===== config.mk =====
export PLATFORM = sky130hd
export DESIGN_NAME = imu_datagram_deframer_top
export DESIGN_NICKNAME = d
export VERILOG_FILES = /design/src/rtl/imu_dfr_pkg.sv /design/src/rtl/imu_dfr_cell.sv /design/src/rtl/imu_dfr_seq.sv /design/src/rtl/imu_datagram_deframer_top.sv
export SDC_FILE = /design/constraint.sdc
export NUM_CORES = 1
export LEC_CHECK = 0
export BUFFER_PORTS_ARGS = -buffer_cell sky130_fd_sc_hd__buf_4
export CORE_UTILIZATION = 50
export DETAILED_ROUTE_END_ITERATION = 16
export GPL_ROUTABILITY_DRIVEN = 1
export PLACE_DENSITY = 0.82
export SYNTH_ARGS = -nofsm -noshare
export SYNTH_HDL_FRONTEND = slang
export SYNTH_SLANG_ARGS = --single-unit

===== constraint.sdc =====
create_clock -name clk_i -period 12.6 [get_ports clk_i]
set_input_delay 0.63 -clock clk_i [delete_from_list [all_inputs] [get_ports clk_i]]
set_output_delay 0.63 -clock clk_i [all_outputs]
set_load 0.01 [all_outputs]

===== src/rtl/imu_dfr_pkg.sv =====
// ----------------------------------------------------------------------------
// IMU datagram deframer package
// Shared types and fixed constants of the byte-stream frame parser.
// ----------------------------------------------------------------------------
package imu_dfr_pkg;

  // Register reset value of the start-of-frame byte
  localparam logic [7:0] HEADER_RESET = 8'h93;

  // Width of the frame byte counter
  localparam int unsigned POS_W = 6;

  // Frame byte indexes of the three status bytes
  localparam int unsigned STATUS_A = 10;
  localparam int unsigned STATUS_B = 20;
  localparam int unsigned STATUS_C = 30;

  // Number of 24-bit values in one result item
  localparam int unsigned NUM_OUT = 9;

  // Frame byte index of the most significant byte of each value
  localparam int unsigned FIELD_START [NUM_OUT] = '{1, 4, 7, 11, 14, 17, 21, 24, 27};

  // Frame parser states
  typedef enum logic {
    ST_HUNT  = 1'b0,
    ST_FRAME = 1'b1
  } dfr_state_e;

  // Controls from the frame sequencer to the datapath
  typedef struct packed {
    logic shift;      // move the accepted byte into the cell chain
    logic frame_end;  // accepted byte is the last byte of a frame
  } dfr_ctrl_t;

endpackage


===== src/rtl/imu_dfr_cell.sv =====
// ----------------------------------------------------------------------------
// IMU datagram byte cell
// One byte stage of the frame chain; hands its byte to the next cell on shift.
// ----------------------------------------------------------------------------
module imu_dfr_cell (
  input  logic       clk_i,
  input  logic       shift_i,
  input  logic [7:0] byte_i,
  output logic [7:0] byte_o
);

  logic [7:0] byte_q;
  logic [7:0] byte_d;

  // Take the neighbor's byte on shift, else hold
  assign byte_d = shift_i ? byte_i : byte_q;

  always_ff @(posedge clk_i) begin
    byte_q <= byte_d;
  end

  assign byte_o = byte_q;

endmodule


===== src/rtl/imu_dfr_seq.sv =====
// ----------------------------------------------------------------------------
// IMU datagram frame sequencer
// Hunts for the header byte and counts the bytes of one frame.
// ----------------------------------------------------------------------------
module imu_dfr_seq
  import imu_dfr_pkg::*;
#(
  parameter int unsigned FRAME_LENGTH = 38
) (
  input  logic       clk_i,
  input  logic       rst_ni,
  input  logic       accept_i,
  input  logic [7:0] rx_byte_i,
  input  logic [7:0] header_i,
  output dfr_ctrl_t  ctrl_o
);

  localparam logic [POS_W-1:0] LastPrev = POS_W'(FRAME_LENGTH - 2);

  dfr_state_e       state_q, state_d;
  logic [POS_W-1:0] pos_q, pos_d;
  logic             hdr_hit;
  logic             last_byte;

  assign hdr_hit   = (rx_byte_i == header_i);
  assign last_byte = (pos_q == LastPrev);

  // Next state and byte position
  always_comb begin
    state_d = state_q;
    pos_d   = pos_q;
    unique case (state_q)
      ST_HUNT: begin
        if (accept_i && hdr_hit) begin
          state_d = ST_FRAME;
          pos_d   = '0;
        end
      end
      ST_FRAME: begin
        if (accept_i) begin
          pos_d = pos_q + POS_W'(1);
          if (last_byte) begin
            state_d = ST_HUNT;
          end
        end
      end
      default: begin
        state_d = ST_HUNT;
      end
    endcase
  end

  // Datapath controls
  always_comb begin
    ctrl_o = '0;
    unique case (state_q)
      ST_HUNT: begin
        ctrl_o.shift = accept_i && hdr_hit;
      end
      ST_FRAME: begin
        ctrl_o.shift     = accept_i;
        ctrl_o.frame_end = accept_i && last_byte;
      end
      default: begin
        ctrl_o = '0;
      end
    endcase
  end

  always_ff @(posedge clk_i or negedge rst_ni) begin
    if (!rst_ni) begin
      state_q <= ST_HUNT;
      pos_q   <= '0;
    end else begin
      state_q <= state_d;
      pos_q   <= pos_d;
    end
  end

endmodule


===== src/rtl/imu_datagram_deframer_top.sv =====
// ----------------------------------------------------------------------------
// IMU datagram deframer
// Parses fixed-length sensor frames from a byte stream into nine 24-bit values.
// ----------------------------------------------------------------------------
//  Channel  Direction  Handshake                  Payload
//  in       sink       in_valid_i / in_stall_o    rx_byte_i
//  out      source     out_valid_o / out_stall_i  rate_*, accel_*, tilt_*
//  cfg      sink       cfg_valid_i / cfg_ready_o  cfg_data_i (header byte)
//
//  One byte is accepted per cycle unless the input stalls; a result appears in
//  the cycle after the last byte of a good frame is accepted.
//  The rate is set by the byte cell chain, which shifts once per accepted frame byte.
//  The input stalls only while a finished result waits and the sink stalls.
//  Reset clears the sequencer to hunting and the header byte to 0x93.
// ----------------------------------------------------------------------------
module imu_datagram_deframer_top
  import imu_dfr_pkg::*;
#(
  parameter int unsigned FRAME_LENGTH = 38
) (
  input  logic               clk_i,
  input  logic               rst_ni,
  input  logic               cfg_valid_i,
  output logic               cfg_ready_o,
  input  logic        [ 7:0] cfg_data_i,
  input  logic               in_valid_i,
  output logic               in_stall_o,
  input  logic        [ 7:0] rx_byte_i,
  output logic               out_valid_o,
  input  logic               out_stall_i,
  output logic signed [23:0] rate_x_o,
  output logic signed [23:0] rate_y_o,
  output logic signed [23:0] rate_z_o,
  output logic signed [23:0] accel_x_o,
  output logic signed [23:0] accel_y_o,
  output logic signed [23:0] accel_z_o,
  output logic signed [23:0] tilt_x_o,
  output logic signed [23:0] tilt_y_o,
  output logic signed [23:0] tilt_z_o
);

  localparam int unsigned NumCells = FRAME_LENGTH - 1;

  logic [7:0]  header_q;
  logic        accept;
  dfr_ctrl_t   ctrl;
  logic [7:0]  chain [NumCells+1];
  logic [7:0]  window [STATUS_C+1];
  logic        status_ok;
  logic [23:0] field [NUM_OUT];
  logic [23:0] res_q [NUM_OUT];
  logic        out_valid_q, out_valid_d;
  logic        load;

  // Configuration: header byte register
  assign cfg_ready_o = 1'b1;

  always_ff @(posedge clk_i or negedge rst_ni) begin
    if (!rst_ni) begin
      header_q <= HEADER_RESET;
    end else if (cfg_valid_i && cfg_ready_o) begin
      header_q <= cfg_data_i;
    end
  end

  // Input handshake
  assign in_stall_o = out_valid_q && out_stall_i;
  assign accept     = in_valid_i && !in_stall_o;

  imu_dfr_seq #(
    .FRAME_LENGTH(FRAME_LENGTH)
  ) u_seq (
    .clk_i    (clk_i),
    .rst_ni   (rst_ni),
    .accept_i (accept),
    .rx_byte_i(rx_byte_i),
    .header_i (header_q),
    .ctrl_o   (ctrl)
  );

  // Byte chain: cell 0 holds the newest byte
  assign chain[0] = rx_byte_i;

  for (genvar c = 0; c < NumCells; c++) begin : g_cell
    imu_dfr_cell u_cell (
      .clk_i  (clk_i),
      .shift_i(ctrl.shift),
      .byte_i (chain[c]),
      .byte_o (chain[c+1])
    );
  end

  // Frame view at the last byte: frame byte j sits FRAME_LENGTH-1-j deep
  for (genvar j = 0; j < STATUS_C + 1; j++) begin : g_win
    assign window[j] = chain[FRAME_LENGTH-1-j];
  end

  assign status_ok = (window[STATUS_A] == 8'h00) && (window[STATUS_B] == 8'h00)
                  && (window[STATUS_C] == 8'h00);

  // Assemble big-endian values
  for (genvar k = 0; k < NUM_OUT; k++) begin : g_field
    assign field[k] = {window[FIELD_START[k]], window[FIELD_START[k]+1],
                       window[FIELD_START[k]+2]};
  end

  // Output register
  assign load = ctrl.frame_end && status_ok;

  always_comb begin
    if (load) begin
      out_valid_d = 1'b1;
    end else if (out_stall_i) begin
      out_valid_d = out_valid_q;
    end else begin
      out_valid_d = 1'b0;
    end
  end

  always_ff @(posedge clk_i or negedge rst_ni) begin
    if (!rst_ni) begin
      out_valid_q <= 1'b0;
    end else begin
      out_valid_q <= out_valid_d;
    end
  end

  always_ff @(posedge clk_i) begin
    if (load) begin
      res_q <= field;
    end
  end

  assign out_valid_o = out_valid_q;
  assign rate_x_o    = $signed(res_q[0]);
  assign rate_y_o    = $signed(res_q[1]);
  assign rate_z_o    = $signed(res_q[2]);
  assign accel_x_o   = $signed(res_q[3]);
  assign accel_y_o   = $signed(res_q[4]);
  assign accel_z_o   = $signed(res_q[5]);
  assign tilt_x_o    = $signed(res_q[6]);
  assign tilt_y_o    = $signed(res_q[7]);
  assign tilt_z_o    = $signed(res_q[8]);

endmodule


# After elaboration in Yosys (flattened, before gate mapping)
# Index checks and enable logic that the tools add are counted.
totals:
  reg_bits: 520
  output_inout_bits: 219
  elab_cells: 79
classes:
  n_addsub: 1
  eq_ne: 5
  mux: 11
  bitwise_logic: 1
  n_reduce_logical: 12
ops:
  columns: ["cell", "count"]
  rows:
  - ["$logic_not A8 Y1", 3]
  - ["$mux W6", 2]
  - ["$pmux W6 S2", 1]
  - ["$eq A8 B8 Y1", 1]
  - ["$logic_and A1 B1 Y1", 7]
  - ["$add A6 B1 Y6 const B", 1]
  - ["$eq A6 B6 Y1 const B", 1]
  - ["$mux W1", 6]
  - ["$ne A2 B1 Y1 const B", 3]
  - ["$pmux W1 S2", 2]
  - ["$reduce_and A2 Y1", 1]
  - ["$logic_not A1 Y1", 1]
  - ["$not A1 Y1", 1]

# Logic depth before layout (Yosys ltp)
logic_depth:
  word_depth: 7
  mapped_depth: 5
  mapped_depth_nobuf: 5

# By module
# Synthesis repeated with hierarchy kept, for this count alone.
hier_totals:
  cells_unflattened: 592
  area_unflattened_um2: 16047.9
modules_own_cells:
  columns: ["mod", "instances", "cells_each", "area_each_um2", "seq_area_each_um2"]
  rows:
  - ["imu_dfr_cell", 36, 8, 240.2, 240.2]
  - ["imu_datagram_deframer_top", 1, 249, 6919.1, 6716.4]
  - ["imu_dfr_seq", 1, 55, 480.5, 175.2]

# Worst setup path after synthesis
# No wires, ideal clock.
synth_path:
  path_kind: "input to register"
  from: "input port in_valid_i"
  to: "register res_q, in the netlist accel_x_o[0] (enable)"
  setup_time_ps: 910
  arrival_time_ps: 12664
  path_slack_ps: -974
  cell_stages: 3
  n_path_buf: 0
  cell_sequence: "a21boi_4 > nand4_1 > nor4_2"
synth_between:
  elab_chain_cells: 4
synth_lines:
  columns: ["element", "line_no", "text"]
  rows:
  - ["start, declared", "imu_datagram_deframer_top.sv:26", "input logic in_valid_i,"]
  - ["$logic_and A1 B1 Y1", "imu_datagram_deframer_top.sv:68", "assign accept = in_valid_i && !in_stall_o;"]
  - ["$logic_and A1 B1 Y1", "imu_dfr_seq.sv:62", "ctrl_o.frame_end = accept_i && last_byte;"]
  - ["$mux W1", "imu_dfr_seq.sv:56", "unique case (state_q)"]
  - ["$logic_and A1 B1 Y1", "imu_datagram_deframer_top.sv:108", "assign load = ctrl.frame_end && status_ok;"]
  - ["named net load", "imu_datagram_deframer_top.sv:53", "logic load;"]
  - ["end signal, assigned", "imu_datagram_deframer_top.sv:130", "res_q <= field;"]
  - ["end, declared", "imu_datagram_deframer_top.sv:51", "logic [23:0] res_q [NUM_OUT];"]
# The timed path passes the listed nets, and every way through them passes these cells.
# A chain may end at the register's enable or synchronous reset.

# Final worst setup path
layout_path:
  from: "register g_cell[26].u_cell.byte_q[0]"
  to: "register res_q, in the netlist accel_y_o[19] (enable)"
layout_between:
  elab_chain_cells: 4
layout_lines:
  columns: ["element", "line_no", "text"]
  rows:
  - ["start, declared", "imu_dfr_cell.sv:12", "logic [7:0] byte_q;"]
  - ["start signal, assigned", "imu_dfr_cell.sv:19", "byte_q <= byte_d;"]
  - ["$logic_not A8 Y1", "imu_datagram_deframer_top.sv:98", "assign status_ok = (window[STATUS_A] == 8'h00) && (window[STATUS_B] == 8'h00)"]
  - ["$logic_and A1 B1 Y1", "imu_datagram_deframer_top.sv:98", null]
  - ["$logic_and A1 B1 Y1", "imu_datagram_deframer_top.sv:99", "&& (window[STATUS_C] == 8'h00);"]
  - ["$logic_and A1 B1 Y1", "imu_datagram_deframer_top.sv:108", null]
  - ["named net load", "imu_datagram_deframer_top.sv:53", null]
# The timed path passes the listed nets, and every way through them passes these cells.

==> results.toml <==
[sta]
holdWs_ns = 0.288
rsz0062_at_grt = "no"
relSlewSlack = 0.285
period_needed_ns = 3.44
fin_ws_ns = 9.16
finalClockSkew_ns = 0.0188
drv_slew = 0
fmax_mhz = 291
finalSetupViolCount = 0
fin_tns_setup_ns = 0
period_share = 0.273
final_hold_viol_count = 0
worst_slew_pin_slew_ns = 1.07

[logic_synthesis]
synth_ff_type = "edfxtp_1"
muxShareOfSynthArea = 0.00693
seq_area_frac_synth = 0.967
synth_edf_count = 504
synth_most_common_cell = "edfxtp_1"
ys_ff_latch = 520
synth_area_um2 = 16100
postSynthCellCount = 590
synth_xor_area_frac = 0.00545
syn_avg_cell_area_um2 = 27.2
synth_top_family_by_area = "simple AND/OR/NAND/NOR gates"
async_reset_ff_frac = 0.0308
netlist.area_leader.share = 0.942
synthDistinctLibCells = 30
synth-warning-count = 0
yosysTopAreaCell = "edfxtp_1"
ys_top_cells_by_area = "edfxtp_1 (94%), dfrtp_1 (1.9%), dfstp_2 (0.65%), mux2_2 (0.63%), xnor2_1 (0.44%)"
synth_common_cells = "edfxtp_1 (504), dfrtp_1 (12), nand2_1 (10), mux2_2 (9), xnor2_1 (8)"
yosys.area_share.adder = 0.00156
synth-simple-area-share = 0.0120
syn_nets = 613
synth_compound_area_frac = 0.00428

[floorplanning]
core_area_um2 = 31600
die_area_um2 = 32900
die_x_um = 181
die_h_um = 181
boundaryPins = 240
initial_core_util = 0.509
rows = 65

[cts]
ctsResizeCount = 0
root_buffer = "clkbuf_16"
clock_latency_ns = 0.54
clock-sinks = 520
clk_pin_slew_ns = 0.06
cts_max_level = 2
cts_setup_buffers = 0
cts_buffers = 50
clock_path_buffers = 3
cts_tree = "done"

[setup_path]
arrival_ns = 3.60
slowest_delay_ns = 0.92
crit_fanout = 85
path_class = "reg2reg"
cp-end-kind = "register"
worst_setup_path_start_kind = "register"
cpMaxStageDelayCell = "buf_4"
worstPathRequired_ns = 12.76
cpMostUsedCell = "buf_4"
timing.critical_path.cells = "nor4_1, nand4_1, nor4_4, buf_4, buf_4"
critPathTopFamily = "buffers and inverters"
worst-path-buf-inv = 2
crit_cells = 5
reg2reg_depth = 5

[detailed_routing]
ant_nets = 0
routed_wl_um = 25400
routed_via_density = 4.93
drc = 0
vias = 6546
wl_per_cell_um = 19.2
drtIter0Drc = 525
dr.pass1.iters = 4

[layout]
nNetsFinal = 907
diodes = 0
area_growth_pct = 24.6
final_util = 0.634
post_route_cells_drive_above_1_share = 0.361

[global_route]
grt_pass1_wl_um = 37900
grt_max_degree = 88
grt_overflow = 0
antenna_found_initial = 0
grt_use_total = 0.152
grt_pass1_vias = 6630

[power]
switching_share = 0.196
powerDensity_nw_per_um2 = 178
pwr-share-clk = 0.401
pwr-share-seq = 0.575
switchingPower_w = 0.000699
combPwrFrac = 0.023
ir_drop_uv = 104
p_int_w = 0.00287
power_leakage_nw = 6.91

[placed_design]
portBuffers = 238
hpwl_um = 15900
pre_cts_slack_ns = 8.91
gp_congestion = 0.779

[worst_hold_path]
hold_depth = 1
hold_path.class = "in2reg"

[job]
maxCapViolCount = 0

[status]
status = "completed"
[logic make-up (layout without fill, tap and decap cells)]
family | count (synthesis) | count (layout)
simple gates | 31 | 31
mux | 10 | 10
other cells | 1 | 1
buf+inv | 7 | 342
compound gates | 9 | 9
flops | 520 | 520
xor+xnor | 10 | 10
fa+ha+maj | 2 | 2
[placed cells by master, fill, tap and decap left out, types with 8 or more instances in the layout]
master and instances:
buf_4 244, clkbuf_1 11, clkbuf_16 51, clkinv_1 10
clkinv_2 10, dfrtp_1 12, edfxtp_1 504, mux2_2 9
nand2_1 10, xnor2_1 8
[state kept, by name, indices dropped and copies added (netlist names)]
name and cells:
g_cell.u_cell.byte_o 288, accel_x_o 24, accel_y_o 24, accel_z_o 24, rate_x_o 24, rate_y_o 24
rate_z_o 24, tilt_x_o 24, tilt_y_o 24, tilt_z_o 24, header_q 8, u_seq.pos_q 6
out_valid_o 1, u_seq.state_q 1
[through the flow]
| stage | instances | power [W] | area (um2) |
|---|---|---|---|
| 3_3_place_gp | 1233 | 0.00216 | 18400 |
| 6_report | 1327 | 0.00357 | 20000 |
| 3_5_place_dp | 1233 | 0.00218 | 18400 |
| 2_1_floorplan | 590 | 0.00215 | 16100 |
| 5_1_grt | 1327 | 0.00369 | 20000 |
| 4_1_cts | 1327 | 0.00361 | 20000 |
[power by group through the flow]
stage          clock [W]  sequential, W  combinational (W)
2_1_floorplan          0        0.00209          0.0000600
3_3_place_gp           0        0.00208          0.0000805
3_5_place_dp           0        0.00209          0.0000854
4_1_cts          0.00146        0.00206          0.0000857
5_1_grt          0.00153        0.00206          0.0000919
6_report         0.00143        0.00205          0.0000833
[path summary, 6_finish.rpt]
check / to / slack, ns / from
max reg2reg: accel_y_o[19]$_DFFE_PP_ / 9.16 / g_cell[26].u_cell.byte_o[0]$_DFFE_PP_
min: g_cell[0].u_cell.byte_o[1]$_DFFE_PP_ / 0.29 / rx_byte_i[1]
max: accel_y_o[19]$_DFFE_PP_ / 9.16 / g_cell[26].u_cell.byte_o[0]$_DFFE_PP_
min in group asynchronous: u_seq.pos_q[0]$_DFFE_PN0P_ / 0.49 / rst_ni
max in group asynchronous: header_q[0]$_DFFE_PN1P_ / 11.85 / rst_ni
min reg2reg: rate_x_o[20]$_DFFE_PP_ / 0.41 / g_cell[35].u_cell.byte_o[4]$_DFFE_PP_
[area by class of cell]
type	instances	area, um2
well taps	402	503
fillers	2083	11500
clock inverters	29	265
inverters	4	15.0
multi-input cells	63	505
clock buffers	64	1350
flip-flops and latches	520	15500
repair buffers	245	1840
[per-layer routing]
metal | global-route usage | share of wire | vias to the layer above
li1 | - | - | 2971
met1 | 0.198 | 0.40 | 3259
met2 | 0.250 | 0.49 | 273
met3 | 0.0490 | 0.086 | 43
met4 | 0.0386 | 0.017 | 0
met5 | 0 | 0 | -
[repair_timing]
| action | in CTS | in global routing |
|---|---|---|
| hold buffers | 1 | 0 |
| setup endpoints to repair | 0 | 0 |
| hold endpoints to repair | 12 | 0 |
(Power assumes the default switching activity.)
